$ cat src/rtl/cubic_path_segment_coefficients_defines.svh
// Assertion macros shared by the cubic path segment coefficient RTL.
// No dependencies; included by the files that carry assertions.
`ifndef CUBIC_PATH_SEGMENT_COEFFICIENTS_DEFINES_SVH
`define CUBIC_PATH_SEGMENT_COEFFICIENTS_DEFINES_SVH

`ifndef SYNTHESIS

// Same-cycle implication, checked at every rising clock edge out of reset.
`define CPSC_ASSERT_IMP(label, clk, rst_n, ante, cons) \
    label: assert property (@(posedge clk) disable iff (!rst_n) (ante) |-> (cons)) \
        else $error("cpsc: same-cycle check failed");

// Next-cycle implication, checked at every rising clock edge out of reset.
`define CPSC_ASSERT_NXT(label, clk, rst_n, ante, cons) \
    label: assert property (@(posedge clk) disable iff (!rst_n) (ante) |=> (cons)) \
        else $error("cpsc: next-cycle check failed");

`else

`define CPSC_ASSERT_IMP(label, clk, rst_n, ante, cons)
`define CPSC_ASSERT_NXT(label, clk, rst_n, ante, cons)

`endif

`endif

$ cat src/rtl/cpsc_pkg.sv
// Package for the cubic path segment coefficient block: widths, types, register map.
// No dependencies.
package cpsc_pkg;

    localparam int MAX_POINTS = 128;
    localparam int N_STAGES   = 5;

    localparam int W_IDX  = 7;
    localparam int W_PT   = 28;
    localparam int W_LEN  = 8;
    localparam int W_DIFF = W_PT + 1;
    localparam int W_AB   = W_PT + 4;
    localparam int W_K2   = 2 * W_IDX;
    localparam int W_K3   = 3 * W_IDX;
    localparam int W_COEF = 64;

    localparam int W_PAK  = W_AB + W_IDX + 1;
    localparam int W_PAK2 = W_AB + W_K2 + 1;
    localparam int W_PAK3 = W_AB + W_K3 + 1;
    localparam int W_PCK  = W_DIFF + W_IDX + 1;

    localparam int W_APB  = 32;
    localparam int W_ADDR = 3;

    localparam logic [W_ADDR-3:0] IDX_PATH_LENGTH   = '0;
    localparam logic [W_LEN-1:0]  RESET_PATH_LENGTH = W_LEN'(2);

    typedef logic        [W_IDX-1:0]  t_idx;
    typedef logic signed [W_PT-1:0]   t_point;
    typedef logic signed [W_COEF-1:0] t_coef;

    typedef struct packed {
        logic [W_LEN-1:0] path_length;
    } t_cfg;

endpackage

$ cat src/rtl/cpsc_apb_regs.sv
// APB-style configuration register file holding the path length.
// Depends on cpsc_pkg.
module cpsc_apb_regs (
    input  logic                          i_clk,
    input  logic                          i_rst_n,
    input  logic                          psel,
    input  logic                          penable,
    input  logic                          pwrite,
    input  logic [cpsc_pkg::W_ADDR-1:0]   paddr,
    input  logic [cpsc_pkg::W_APB-1:0]    pwdata,
    output logic [cpsc_pkg::W_APB-1:0]    prdata,
    output logic                          pready,
    output cpsc_pkg::t_cfg                o_cfg
);

    logic [cpsc_pkg::W_LEN-1:0] r_path_length;
    logic [cpsc_pkg::W_LEN-1:0] n_path_length;
    logic                       w_sel_len;
    logic                       w_wr_len;

    assign pready    = 1'b1;
    assign w_sel_len = (paddr[cpsc_pkg::W_ADDR-1:2] == cpsc_pkg::IDX_PATH_LENGTH);
    assign w_wr_len  = psel && penable && pwrite && pready && w_sel_len;

    // Clamp oversize writes to the largest supported path.
    always_comb begin
        if (pwdata[cpsc_pkg::W_LEN-1:0] > cpsc_pkg::W_LEN'(cpsc_pkg::MAX_POINTS)) begin
            n_path_length = cpsc_pkg::W_LEN'(cpsc_pkg::MAX_POINTS);
        end else begin
            n_path_length = pwdata[cpsc_pkg::W_LEN-1:0];
        end
    end

    always_ff @(posedge i_clk) begin
        if (!i_rst_n) begin
            r_path_length <= cpsc_pkg::RESET_PATH_LENGTH;
        end else if (w_wr_len) begin
            r_path_length <= n_path_length;
        end
    end

    assign prdata            = w_sel_len ? cpsc_pkg::W_APB'(r_path_length) : '0;
    assign o_cfg.path_length = r_path_length;

endmodule
$ cat config.mk
export PLATFORM = sky130hd
export DESIGN_NAME = cpsc_apb_regs
export DESIGN_NICKNAME = d
export VERILOG_FILES = /design/src/rtl/cubic_path_segment_coefficients_defines.svh /design/src/rtl/cpsc_pkg.sv /design/src/rtl/cpsc_apb_regs.sv
export SDC_FILE = /design/constraint.sdc
export NUM_CORES = 1
export LEC_CHECK = 0
export ABC_CLOCK_PERIOD_IN_PS = 1820
export BUFFER_PORTS_ARGS = -buffer_cell sky130_fd_sc_hd__buf_2
export CAP_MARGIN = 25
export CORE_AREA = 2 2 47 49
export DETAILED_ROUTE_END_ITERATION = 6
export DIE_AREA = 0 0 49 51
export MAX_ROUTING_LAYER = met4
export PLACE_DENSITY = 0.82
export SYNTH_ARGS = -nofsm -noshare
export SYNTH_HDL_FRONTEND = slang
export SYNTH_SLANG_ARGS = --single-unit
$ cat constraint.sdc
create_clock -name i_clk -period 1.82 [get_ports i_clk]
set_input_delay 0.182 -clock i_clk [delete_from_list [all_inputs] [get_ports i_clk]]
set_output_delay 0.182 -clock i_clk [all_outputs]
set_load 0.01 [all_outputs]
; ---- After elaboration in Yosys (flattened, before gate mapping)
; Cells that the tools add are included.
[totals]
reg_bits = 8
out_inout_bits = 41
wordCells = 8
[op_classes]
order_cmp = 1
n_mux = 2
bitwise = 1
reduce_logical = 3
[op_table]
columns = operator, n
row1 = 2-to-1 mux 8 bit, 2
row2 = "> comparator 8 bit, second input constant", 1
row3 = logical AND 1 bit, 3
row4 = inverter 1 bit, 1

; ---- Depth between registers and ports, before layout
; Gate-level depths: netlist of the first run.
[depth]
ltp_word = 3
mapped_depth = 4
ltp_nobuf = 3

; ---- Least setup slack after synthesis of the first run
; Ideal clock, no wire load.
[synth_timing]
kind = input to register
start = in paddr[2] in the netlist's numbering
end = reg r_path_length (netlist bit o_cfg[3])
setup_time_ps = 113
t_arrival_ps = 668
setup_slack_ps = 1038
cell_stages = 4
n_path_buf = 1
path_cell_list = nand4b_4 -> buf_12 -> nand3_2 -> o21ai_2
[synth_between]
elab_chain_cells = 2
[synth_lines]
columns = element, line_no
row1 = "start, declared", cpsc_apb_regs.sv:9  ; input logic [cpsc_pkg::W_ADDR-1:0] paddr,
row2 = inverter 1 bit, cpsc_apb_regs.sv:22  ; assign w_sel_len = (paddr[cpsc_pkg::W_ADDR-1:2] == cpsc_pkg::IDX_PATH_LENGTH);
row3 = logical AND 1 bit, cpsc_apb_regs.sv:23  ; assign w_wr_len = psel && penable && pwrite && pready && w_sel_len;
row4 = "end signal, assigned", cpsc_apb_regs.sv:36  ; r_path_length <= cpsc_pkg::RESET_PATH_LENGTH;
row5 = "end signal, assigned", cpsc_apb_regs.sv:38  ; r_path_length <= n_path_length;
row6 = "end, declared", cpsc_apb_regs.sv:16  ; logic [cpsc_pkg::W_LEN-1:0] r_path_length;
; No other way between the ends.
; A chain may end at the register's enable or synchronous reset.

; ---- Worst setup path in the final report of the first run
[layout_timing]
start = reg r_path_length (netlist bit o_cfg[3])
end = out prdata[3] in the netlist's numbering
[layout_between]
elab_chain_cells = 1
[layout_lines]
columns = element, line_no
row1 = 2-to-1 mux 8 bit, cpsc_apb_regs.sv:42  ; assign prdata = w_sel_len ? cpsc_pkg::W_APB'(r_path_length) : '0;
row2 = "end, declared", cpsc_apb_regs.sv:11  ; output logic [cpsc_pkg::W_APB-1:0] prdata,
; No other way between the ends.

==> run summary, run 1 <==
Initial antenna violation count: 0. The analysis attributes to cell leakage a power of 0.406 nW. After clock tree synthesis, the clock-pin slew on the worst setup and hold paths is 0.05 ns. Entering global routing, the biggest net connects 17 pins. The logs give 0.935 GHz for the maximum clock rate and 2500 µm² for the die outline area.

The minimum period implied by the final worst setup slack was 1.07 ns. The worst register-to-register path has a depth of 2. The register with the most flip-flops in the layout has 8 of them.

The run finished with clean final reports. Area share of fa/ha/maj cells after synthesis: 0. The count of distinct cell types in the synthesized netlist is 13. The worst-case vdd ir drop is 0.000229 V.

Once detailed placement completed, the half-perimeter wirelength came to 877 µm. The most critical setup path has its startpoint at o_cfg[3]$_SDFFE_PN0P_. The core region is 2060 µm².

The tree is rooted in a sky130_fd_sc_hd__clkbuf_4. In this run the post-CTS setup repair buffer count came out at 0. Total iterations of the first detailed-routing run: 4. The number of antenna repair diodes was 0. The cell family contributing the most delay on the critical path is flip-flops.

The run gives 394 as the number of global-route vias before repair. The critical path is of the register to output port type. For this design, the sink count on the clock tree is 8. Counting buffers and inverters, the worst setup path is 2 cells deep. The setup violation total in the final timing report was 0; the synthesized-area fraction occupied by and/or/nand/nor cells was 0.301.

The count of buffering cells on the critical path with inverters included is 1, and the post-synthesis register bit count is 8. The ratio of cells with drive above 1 in the final layout was 0.520; the delay of the slowest cell on the worst path was 0.32 ns. The library cell used most frequently in the layout, excluding fill and tap cells, is sky130_fd_sc_hd__buf_2. The die is 49 µm wide. The largest total area in the synthesized netlist belongs to sky130_fd_sc_hd__buf_4.

The kind of path behind the tightest hold check is primary input to register. The number of gates resized after CTS was 0. The run gives 140 as the count of nets after finishing.

For the count of warnings emitted by yosys, the log shows 0. The share of cell area taken by muxes after synthesis came out at 0. The area growth from synthesis to layout is 11.3%. In this run the worst path has a maximum fanout of 3. The run gives 1.64 ns as the data required time at the worst endpoint.

The synthesized instance count is 70. The endpoint identified for the worst register-to-register timing path is o_cfg[1]$_SDFFE_PN1P_. The count of unresolved DRC violations after routing was 0; the xor and xnor fraction of the mapped netlist area was 0. In the layout the commonest cells are sky130_fd_sc_hd__buf_2 (29), sky130_fd_sc_hd__conb_1 (25), sky130_fd_sc_hd__and2b_2 (8), sky130_fd_sc_hd__dfxtp_1 (8), sky130_fd_sc_hd__o21ai_2 (7). The total global-route track usage is 0.0928, and the row count is 17. The final number of hold-violating endpoints came out at 0.

The tools report the worst setup path endpoint as prdata[3]. Using the TritonRoute via totals, the vias-per-cell ratio works out to 3.80. In this run the critical register-to-register path is launched from o_cfg[1]$_SDFFE_PN1P_. Measured along the y axis, the die boundary spans 51 µm. The routability congestion estimate from global placement is 0.658. Data arrives at the worst endpoint at 0.89 ns. After clock tree synthesis, the flow added hold-fix buffers numbering 0.

TritonCTS built the clock tree. The run gives 0.352 as the fraction of the core area covered by cells at the end of the flow. Buffers inserted during clock tree synthesis total 3.

For the setup TNS, the log shows 0 ns. The longest clock path from root to sink contains 2 buffers. Setup repair after global routing left no endpoint under its margin. In the final routed layout, each cell accounts on average for 8.24 µm. Fraction of post-synthesis cell area in the top cell type by area: 0.299. The I/O pin total was 81; the clock skew was 0 ns. The tool flagged a number of max-cap violations equal to 0. The total wire length came out at 1040 µm. The logs give 1 for the maximum level of the CTS H-tree and 0.24 ns for the insertion delay of the later-clocked pin in the worst-skew pair. The complex-gate fraction of the synthesized area works out to 0.107. The routed layout has 479 vias. The mean instance size in the synthesized netlist came out at 9.33 µm².

The slowest library cell on the worst path is sky130_fd_sc_hd__dfxtp_1. Buffers placed on the I/O ports in this run total 29. The worst setup path is captured at an output port. Traced cell by cell, the critical path runs through and2b_2 -> buf_2. The detailed router finished its first iteration with 11 violations. The fraction of the cycle the final worst path needs works out to 0.588.

The logs give 0 for the remaining antenna violation count and 0 for the final count of pins violating max slew. The run gives 0.317 as the initial cell density of the core. The setup check on the worst reg-to-reg path leaves a slack of 1.23 ns. The cell area that synthesis handed to floorplanning was 653 µm².

After global routing the overflow that remains totals 0. Ranked by total cell area, the synthesized netlist is headed by sky130_fd_sc_hd__buf_4 (30%), sky130_fd_sc_hd__dfxtp_1 (25%), sky130_fd_sc_hd__and2b_2 (11%), sky130_fd_sc_hd__o21ai_2 (9.4%), sky130_fd_sc_hd__nand3b_1 (6.9%). The wire length of the first global-routing pass was 1700 µm; the post-synthesis sequential area ratio was 0.245.

The worst setup path is launched from a register. Total power density per cell area: 529 nW/µm². By area, the combinational part of the netlist is dominated by buffers and inverters.
-- worst reg2reg max path, delay by kind of cell, from the launching register on --
kind	cells	cell delay (ns)
compound gates	1	0.10
flops	1	0.31
simple gates	1	0.05
-- logic make-up (layout without fill, tap and decap cells) --
logic type	count (synthesis)	count (layout)
other	2	25
buffers and inverters	28	33
AND/OR/NAND/NOR	24	24
flip-flops	8	8
AO/OA/AOI/OAI	8	8
-- per-layer routing --
metal | global-route usage | up-vias | part of all wire
li1 | - | 242 | -
met1 | 0.0996 | 202 | 0.38
met2 | 0.144 | 35 | 0.48
met3 | 0.0468 | 0 | 0.14
met4 | 0.0429 | 0 | 0
met5 | - | - | 0
-- Yosys cell counts, drive strengths merged --
cell type,instances
nand3,7
buf,27
inv,1
and2b,8
nand3b,6
o311ai,1
nand2,2
dfxtp,8
conb,2
o21ai,7
nand4b,1
-- cell type report --
class	instances	area [µm²]
clock buffer	3	22.5
fill	232	1340
inverter	1	3.75
multi-input combinational	57	360
sequential	8	160
tap	28	35.0
timing repair buffer	29	145
-- through the flow --
stage                     setup slack (ns)  hold slack [ns]  instances  total power [mW]  cell area, µm²
after global placement               0.728            0.453        123             0.256             704
after global routing                 0.692            0.193        126             0.415             727
after floorplan                       1.04            0.315         93             0.274             739
final                                0.751            0.203        126             0.384             727
after CTS                            0.735            0.196        126             0.392             727
after detailed placement             0.698            0.459        123             0.258             704
-- how the worst min path moves through the flow --
stage,start,endpoint,slack [ns],cells past startpoint
5_1_grt,pwdata[5],o_cfg[5]$_SDFFE_PN0P_,0.19,3
3_3_place_gp,o_cfg[5]$_SDFFE_PN0P_,o_cfg[5]$_SDFFE_PN0P_,0.45,2
3_5_place_dp,o_cfg[5]$_SDFFE_PN0P_,o_cfg[5]$_SDFFE_PN0P_,0.46,2
2_1_floorplan,pwdata[7],o_cfg[1]$_SDFFE_PN1P_,0.31,1
6_report,pwdata[5],o_cfg[5]$_SDFFE_PN0P_,0.20,3
4_1_cts,pwdata[5],o_cfg[5]$_SDFFE_PN0P_,0.20,3
-- power by group --
part	internal [mW]	total, mW	switching [mW]
Combinational	0.0245	0.0740	0.0494
Clock	0.0751	0.130	0.0550
Sequential	0.178	0.180	0.00183
Note: power is estimated with default switching activity, not from simulation.
==> run 2, diff against run 1 <==
ABC_CLOCK_PERIOD_IN_PS = 920   (was 1820)
CORE_AREA = 2 2 42 64   (was 2 2 47 49)
DIE_AREA = 0 0 44 66   (was 0 0 49 51)
PLACE_DENSITY = 0.73   (was 0.82)
clock period = 0.92 ns   (was 1.82 ns; I/O delays follow)
==> run 2 against run 1 <==
Net effect:
- the flow now finishes with violations (setup timing)
- non-clock buffer count grew 10
- clock power grew 110%
- sequential share of layout area shrank 4.0 points
- cell area grew 30%
- power grew 110%
- critical endpoint is now prdata[1]
- highest routed layer unchanged
==> run summary, run 2 (synthesis results as in run 1) <==
The via density per instance came out at 4.12 (was 3.80). The flip-flop count of the largest register, all copies and words added was 8 (unchanged); the detailed-route via count was 544 (was 479). The logs give 0.20 ns (was 1.23 ns) for the register-to-register setup slack and 8 (was 0) for the setup violation total in the final timing report. The initial antenna violation count came out at 0 (unchanged).

Worst hold slack: 0.0970 ns (was 0.203 ns). For the data required time at the worst endpoint, the log shows 0.83 ns (was 1.64 ns). The count of nets after finishing is 150 (was 140), and the clock tree buffer depth is 2 (unchanged).

Wire length of the first global-routing pass: 2190 µm (was 1700 µm). The largest net degree at the start of global routing is 17 (unchanged). Number of clock sinks seen by CTS: 8 (unchanged). The run gives 0.104 (was 0.0928) as the total global-route track usage. The slowest library cell on the worst path was sky130_fd_sc_hd__dfxtp_2 (was sky130_fd_sc_hd__dfxtp_1).

The reg-to-reg endpoint was o_cfg[1]$_SDFFE_PN1P_ (unchanged). For the initial cell density of the core, the log shows 0.276 (was 0.317). The kind of path behind the tightest hold check was primary input to register (unchanged). For the count of routing violations after the opening detailed-route iteration, the log shows 2 (was 11). The tools report the endpoint kind of the worst setup timing path as an output port (unchanged). The area overhead of the layout relative to synthesis is 44.3% (was 11.3%), and the number of filler instances in the final layout is 236 (was 232). The tools report the placeable core area as 2370 µm² (was 2060 µm²). The checks that failed: setup timing. The I/O pin total is 81 (unchanged), and the routed wire length per instance is 10.3 µm (was 8.24 µm). Category of the most critical setup path: register to output port (unchanged). The number of global-route vias before repair was 487 (was 394). Launching element of the worst setup path: o_cfg[1]$_SDFFE_PN1P_ (was o_cfg[3]$_SDFFE_PN0P_). The most common library cell in the layout ignoring fill and taps is sky130_fd_sc_hd__conb_1 (was sky130_fd_sc_hd__buf_2).

The run finished, with violations left. The tools report the final instance count without filler cells as 132 (was 126). The count of input and output buffers is 29 (unchanged), and the power after layout is 817 µW (was 384 µW). Final count of pins violating max slew: 0 (unchanged).

The tools report the final number of hold-violating endpoints as 0 (unchanged). The tools report the max-capacitance violation count as 0 (unchanged). The tools report the fraction of the core area covered by cells at the end of the flow as 0.398 (was 0.352). The clock skew was 0 ns (unchanged).

Worst-path cell chain: and2b_2 -> buf_6 (was and2b_2 -> buf_2). Master cell of the clock root buffer: sky130_fd_sc_hd__clkbuf_4 (unchanged). Setup repair after global routing could not meet its margin everywhere. The tools report the maximum clock rate as 1.03 GHz. The number of antenna repair diodes was 0 (unchanged). The tools report the remaining global-route overflow as 0 (unchanged).

The total power density per cell area is 867 nW/µm² (was 529 nW/µm²), and the leakage dissipation is 0.485 nW (was 0.406 nW). The tools report the clock buffer count from CTS as 3 (unchanged). The insertion delay of the later-clocked pin in the worst-skew pair was 0.25 ns (was 0.24 ns).

Highest-count cells in the layout ignoring fill and taps: sky130_fd_sc_hd__conb_1 (25), sky130_fd_sc_hd__buf_6 (22), sky130_fd_sc_hd__buf_2 (13) (was sky130_fd_sc_hd__buf_2 (29), sky130_fd_sc_hd__conb_1 (25), sky130_fd_sc_hd__and2b_2 (8), sky130_fd_sc_hd__dfxtp_1 (8), sky130_fd_sc_hd__o21ai_2 (7)). The register clock-pin slew on the reported worst setup and hold paths was 0.06 ns (was 0.05 ns); the total wire length was 1370 µm (was 1040 µm). For the total iterations of the first detailed-routing run, the log shows 2 (was 4). The number of cells traversed by the worst register-to-register path is 3 (was 2), and the row count is 22 (was 17). The tools report the endpoint arrival time on the critical path as 0.88 ns (was 0.89 ns). The fraction of the cycle the final worst path needs is 1.06. The reg-to-reg critical path startpoint was o_cfg[1]$_SDFFE_PN1P_ (unchanged). Delay of the slowest cell on the worst path: 0.32 ns (about the same). The tools report the maximum level of the CTS H-tree as 1 (unchanged). Worst setup path endpoint: prdata[1] (was prdata[3]). For the worst-case vdd ir drop, the log shows 0.000416 V (was 0.000229 V).

The setup slack at placement was 0.0679 ns (was 0.698 ns); the count of unresolved DRC violations after routing was 0 (unchanged). TritonCTS built the clock tree. Horizontal die dimension: 44 µm (was 49 µm).

The post-DP HPWL is 963 µm (was 877 µm), and the height of the die is 66 µm (was 51 µm). The kind of start point of the critical path was a register (unchanged). The run gives 121 (was 123) as the number of placed instances with taps included. The logs give 0 (unchanged) for the remaining antenna violation count and -0.0539 ns (was 0.751 ns) for the smallest setup slack after layout. For the routability congestion estimate from global placement, the log shows 0.643 (was 0.658). The peak fanout along the critical path was 2 (was 3). After layout, the minimum clock period comes to 0.974 ns. The die outline area was 2900 µm² (was 2500 µm²); the ratio of cells with drive above 1 in the final layout was 0.639 (was 0.520).
## run 2: repair_timing
action,in CTS,in global routing
resized for setup,22,8
pin swaps,0,0
setup buffers,8,0
hold buffers,0,0
endpoints found under the hold margin,0,0
setup endpoints to repair,8,16
## run 2: worst max-delay path, delay by kind of cell (launching register included)
family	cells	cell delay [ns]
buf+inv	1	0.12
flops	1	0.32
simple gates	1	0.19
## run 2: cell type report
type / instances / area, µm² / share of cell area
Tap cell: 24 / 30.0 / 0.0319
Multi-Input combinational cell: 57 / 360 / 0.382
Inverter: 1 / 3.75 / 0.00398
Timing Repair Buffer: 39 / 355 / 0.377
Sequential cell: 8 / 170 / 0.181
Clock buffer: 3 / 22.5 / 0.0239
## run 2: per-layer routing
metal	GRT usage	vias up	wire length, µm
li1	-	263	-
met1	0.120	238	521
met2	0.171	43	686
met3	0.0191	0	157
met4	0.0455	0	0
met5	-	-	0
## run 2: how the worst min path moves through the flow
stage               startpoint               endpoint  slack (ns)  cells past startpoint
finish               pwdata[6]  o_cfg[6]$_SDFFE_PN0P_         0.1                      3
CTS                  pwdata[6]  o_cfg[6]$_SDFFE_PN0P_        0.09                      3
detailed placement   pwdata[2]  o_cfg[2]$_SDFFE_PN0P_        0.37                      3
floorplan            pwdata[7]  o_cfg[1]$_SDFFE_PN1P_        0.22                      1
global placement     pwdata[3]  o_cfg[3]$_SDFFE_PN0P_        0.37                      3
global route         pwdata[6]  o_cfg[6]$_SDFFE_PN0P_        0.09                      3
## run 2: power by group
part	internal (mW)	switching (mW)	total (mW)	leakage (nW)
clock	0.150	0.125	0.275	0.0138
sequential	0.353	0.00342	0.357	0.0678
combinational	0.0766	0.108	0.185	0.403
## run 2: per-stage QoR
| step | setup TNS (ns) | cell area [µm²] |
|---|---|---|
| final | -0.387 | 942 |
| after global routing | -0.671 | 942 |
| after CTS | -0.418 | 907 |
| after detailed placement | 0 | 727 |
| after global placement | 0 | 727 |
| after floorplan | 0 | 739 |
==> run 3, diff against run 2 <==
BUFFER_PORTS_ARGS = -buffer_cell sky130_fd_sc_hd__buf_4   (was -buffer_cell sky130_fd_sc_hd__buf_2)
==> run 3 against run 2 <==
Net effect:
- the flow still finishes with violations (setup timing)
- global-route usage down 0.10 points
- combinational power up 8%
- critical path depth unchanged
- routed wire length down 3.6%
- sequential share of layout area down 0.33 points
- setup slack better by 0.013 ns
- non-clock buffer count unchanged
- hold slack better by 0.010 ns
- clock power down 3%
- via count down 0.74%
- first-iteration DRC count down 50%
- largest cell class is now buffers
- largest power group unchanged
- highest routed layer unchanged
==> run summary, run 3 (synthesis results as in run 1) <==
The horizontal die dimension was 44 µm (unchanged). The insertion delay of the later-clocked pin in the worst-skew pair was 0.24 ns (was 0.25 ns); the minimum period implied by the final worst setup slack was 0.961 ns (was 0.974 ns). The number of global-route vias before repair was 528 (was 487); the share of total power in the clock network was 0.324 (was 0.337). The final count of pins violating max slew is 0 (unchanged), and the total global-route track usage is 0.103 (was 0.104). The internal power consumption is 593 µW (was 580 µW), and the routability congestion estimate from global placement is 0.619 (was 0.643). The flip-flop count of the largest register, all copies and words added was 8 (unchanged). The tools report the master cell of the clock root buffer as sky130_fd_sc_hd__clkbuf_4 (unchanged). The total of hold buffers inserted after clock tree synthesis is 0 (unchanged), and the fraction of the cycle the final worst path needs is 1.04 (was 1.06). The number of clock sinks seen by CTS came out at 8 (unchanged).

Setup repair after global routing could not meet its margin everywhere. Maximum clock rate: 1.04 GHz (was 1.03 GHz). For the final number of hold-violating endpoints, the log shows 0 (unchanged). The height of the die is 66 µm (unchanged). The logs give 2 (unchanged) for the clock tree buffer depth and 0.87 ns (was 0.88 ns) for the endpoint arrival time on the critical path. Failing checks: setup timing (unchanged). The clock skew came out at 0 ns (unchanged). The tools report the kind of start point of the critical path as a register (unchanged).

The delay of the slowest cell on the worst path is 0.31 ns (was 0.32 ns), and the switching share of power is 0.278 (was 0.290). The endpoint kind of the worst setup timing path is an output port (unchanged). For the maximum level of the CTS H-tree, the log shows 1 (unchanged). The run gives 0 (unchanged) as the initial antenna violation count. The ratio of cells with drive above 1 in the final layout was 0.639 (unchanged). The remaining global-route overflow was 0 (unchanged); the total power density per cell area was 857 nW/µm² (was 867 nW/µm²).

The clock buffer count from CTS came out at 3 (unchanged). The register clock-pin slew on the reported worst setup and hold paths works out to 0.06 ns (about the same). The proportion of power drawn by flip-flops and latches was 0.433 (was 0.437); the peak fanout along the critical path was 2 (unchanged). The via density per instance came out at 4.09 (was 4.12). The max-capacitance violation count was 0 (unchanged). The routed wire length per instance is 9.98 µm (was 10.3 µm).

Kind of path behind the tightest hold check: primary input to register (unchanged). The logs give 2240 µm (was 2190 µm) for the wire length of the first global-routing pass and -0.0408 ns (was -0.0539 ns) for the smallest setup slack after layout. For the worst hold slack, the log shows 0.107 ns (was 0.0970 ns).

The count of buffering cells on the critical path with inverters included was 1 (unchanged). Category of the most critical setup path: register to output port (unchanged). The number of antenna repair diodes is 0 (unchanged).

The count of nets after finishing is 150 (unchanged), and the remaining antenna violation count is 0 (unchanged). The net switching power of the design was 229 µW (was 237 µW). The I/O pin total is 81 (unchanged). The initial cell density of the core is 0.276 (unchanged), and the area overhead of the layout relative to synthesis is 46.9% (was 44.3%). For the total wire length, the log shows 1320 µm (was 1370 µm).

For the row count, the log shows 22 (unchanged). The die outline area came out at 2900 µm² (unchanged). The leakage dissipation is 0.494 nW (was 0.485 nW). The number of filler instances in the final layout is 256 (was 236). The tools report the data required time at the worst endpoint as 0.83 ns (about the same).

TritonCTS built the clock tree. The setup violation total in the final timing report was 8 (unchanged). The count of unresolved DRC violations after routing is 0 (unchanged), and the count of input and output buffers is 29 (unchanged). The worst-case vdd ir drop is 0.000413 V (was 0.000416 V), and the count of routing violations after the opening detailed-route iteration is 1 (was 2).

Worst-path cell chain: and2b_2 -> buf_6 (unchanged). The total iterations of the first detailed-routing run was 2 (unchanged). Slowest library cell on the worst path: sky130_fd_sc_hd__dfxtp_2 (unchanged).

The power after layout was 822 µW (was 817 µW); the relative contribution of combinational cells to total power was 0.243 (was 0.226). Highest-count cells in the layout ignoring fill and taps: sky130_fd_sc_hd__conb_1 (25), sky130_fd_sc_hd__buf_4 (20), sky130_fd_sc_hd__buf_6 (18) (was sky130_fd_sc_hd__conb_1 (25), sky130_fd_sc_hd__buf_6 (22), sky130_fd_sc_hd__buf_2 (13)). The largest net degree at the start of global routing is 17 (unchanged), and the placeable core area is 2370 µm² (unchanged).

The detailed-route via count is 540 (was 544). Critical path's top delay family: flip-flops (unchanged). The run finished, with violations left. The most common library cell in the layout ignoring fill and taps is sky130_fd_sc_hd__conb_1 (unchanged).
run 3: cell types whose count changed in the layout (fill, tap and decap cells not counted):
| cell | delta |
|---|---|
| sky130_fd_sc_hd__buf_4 | +17 |
| sky130_fd_sc_hd__buf_2 | -13 |
| sky130_fd_sc_hd__buf_6 | -4 |
run 3: final timing paths:
| kind | startpoint | endpoint | slack (ns) | depth (start not counted) |
|---|---|---|---|---|
| max | o_cfg[1]$_SDFFE_PN1P_ | prdata[1] | -0.04 | 2 |
| min | pwdata[7] | o_cfg[1]$_SDFFE_PN1P_ | 0.11 | 2 |
| max reg2reg | o_cfg[1]$_SDFFE_PN1P_ | o_cfg[1]$_SDFFE_PN1P_ | 0.22 | 3 |
| min reg2reg | o_cfg[5]$_SDFFE_PN0P_ | o_cfg[5]$_SDFFE_PN0P_ | 0.57 | 3 |
run 3: area by class of cell:
class                           count  area, µm²  area share
Multi-Input combinational cell     57        360       0.375
Sequential cell                     8        170       0.177
Tap cell                           24       30.0      0.0313
Clock buffer                        3       22.5      0.0235
Inverter                            1       3.75     0.00391
Timing Repair Buffer               39        373       0.389
run 3: power groups by stage:
stage | Combinational (mW) | Sequential, mW | Clock, mW
6_report | 0.200 | 0.356 | 0.267
3_3_place_gp | 0.176 | 0.364 | 0
2_1_floorplan | 0.176 | 0.366 | 0
5_1_grt | 0.218 | 0.357 | 0.302
3_5_place_dp | 0.180 | 0.364 | 0
4_1_cts | 0.197 | 0.356 | 0.278
run 3: metrics by stage:
step | TNS (ns) | setup WS [ns] | instances | utilization | cell area (µm²)
final | -0.287 | -0.0408 | 132 | 0.405 | 960
after global routing | -0.641 | -0.0779 | 132 | 0.405 | 960
after CTS | -0.369 | -0.0526 | 132 | 0.399 | 945
after detailed placement | 0 | 0.0602 | 121 | 0.338 | 800
after global placement | 0 | 0.0743 | 121 | 0.338 | 800
after floorplan | 0 | 0.228 | 93 | - | 739
run 3: repair_timing:
| action | CTS | global route |
|---|---|---|
| resized for setup | 22 | 4 |
| endpoints found under the setup margin | 8 | 15 |
| setup buffers | 8 | 0 |
run 3: routing by layer:
metal,wire [µm],vias to the layer above,track usage
met4,0,0,0.0341
li1,-,265,-
met3,151,0,0.0164
met2,700,43,0.184
met5,0,-,-
met1,465,232,0.112
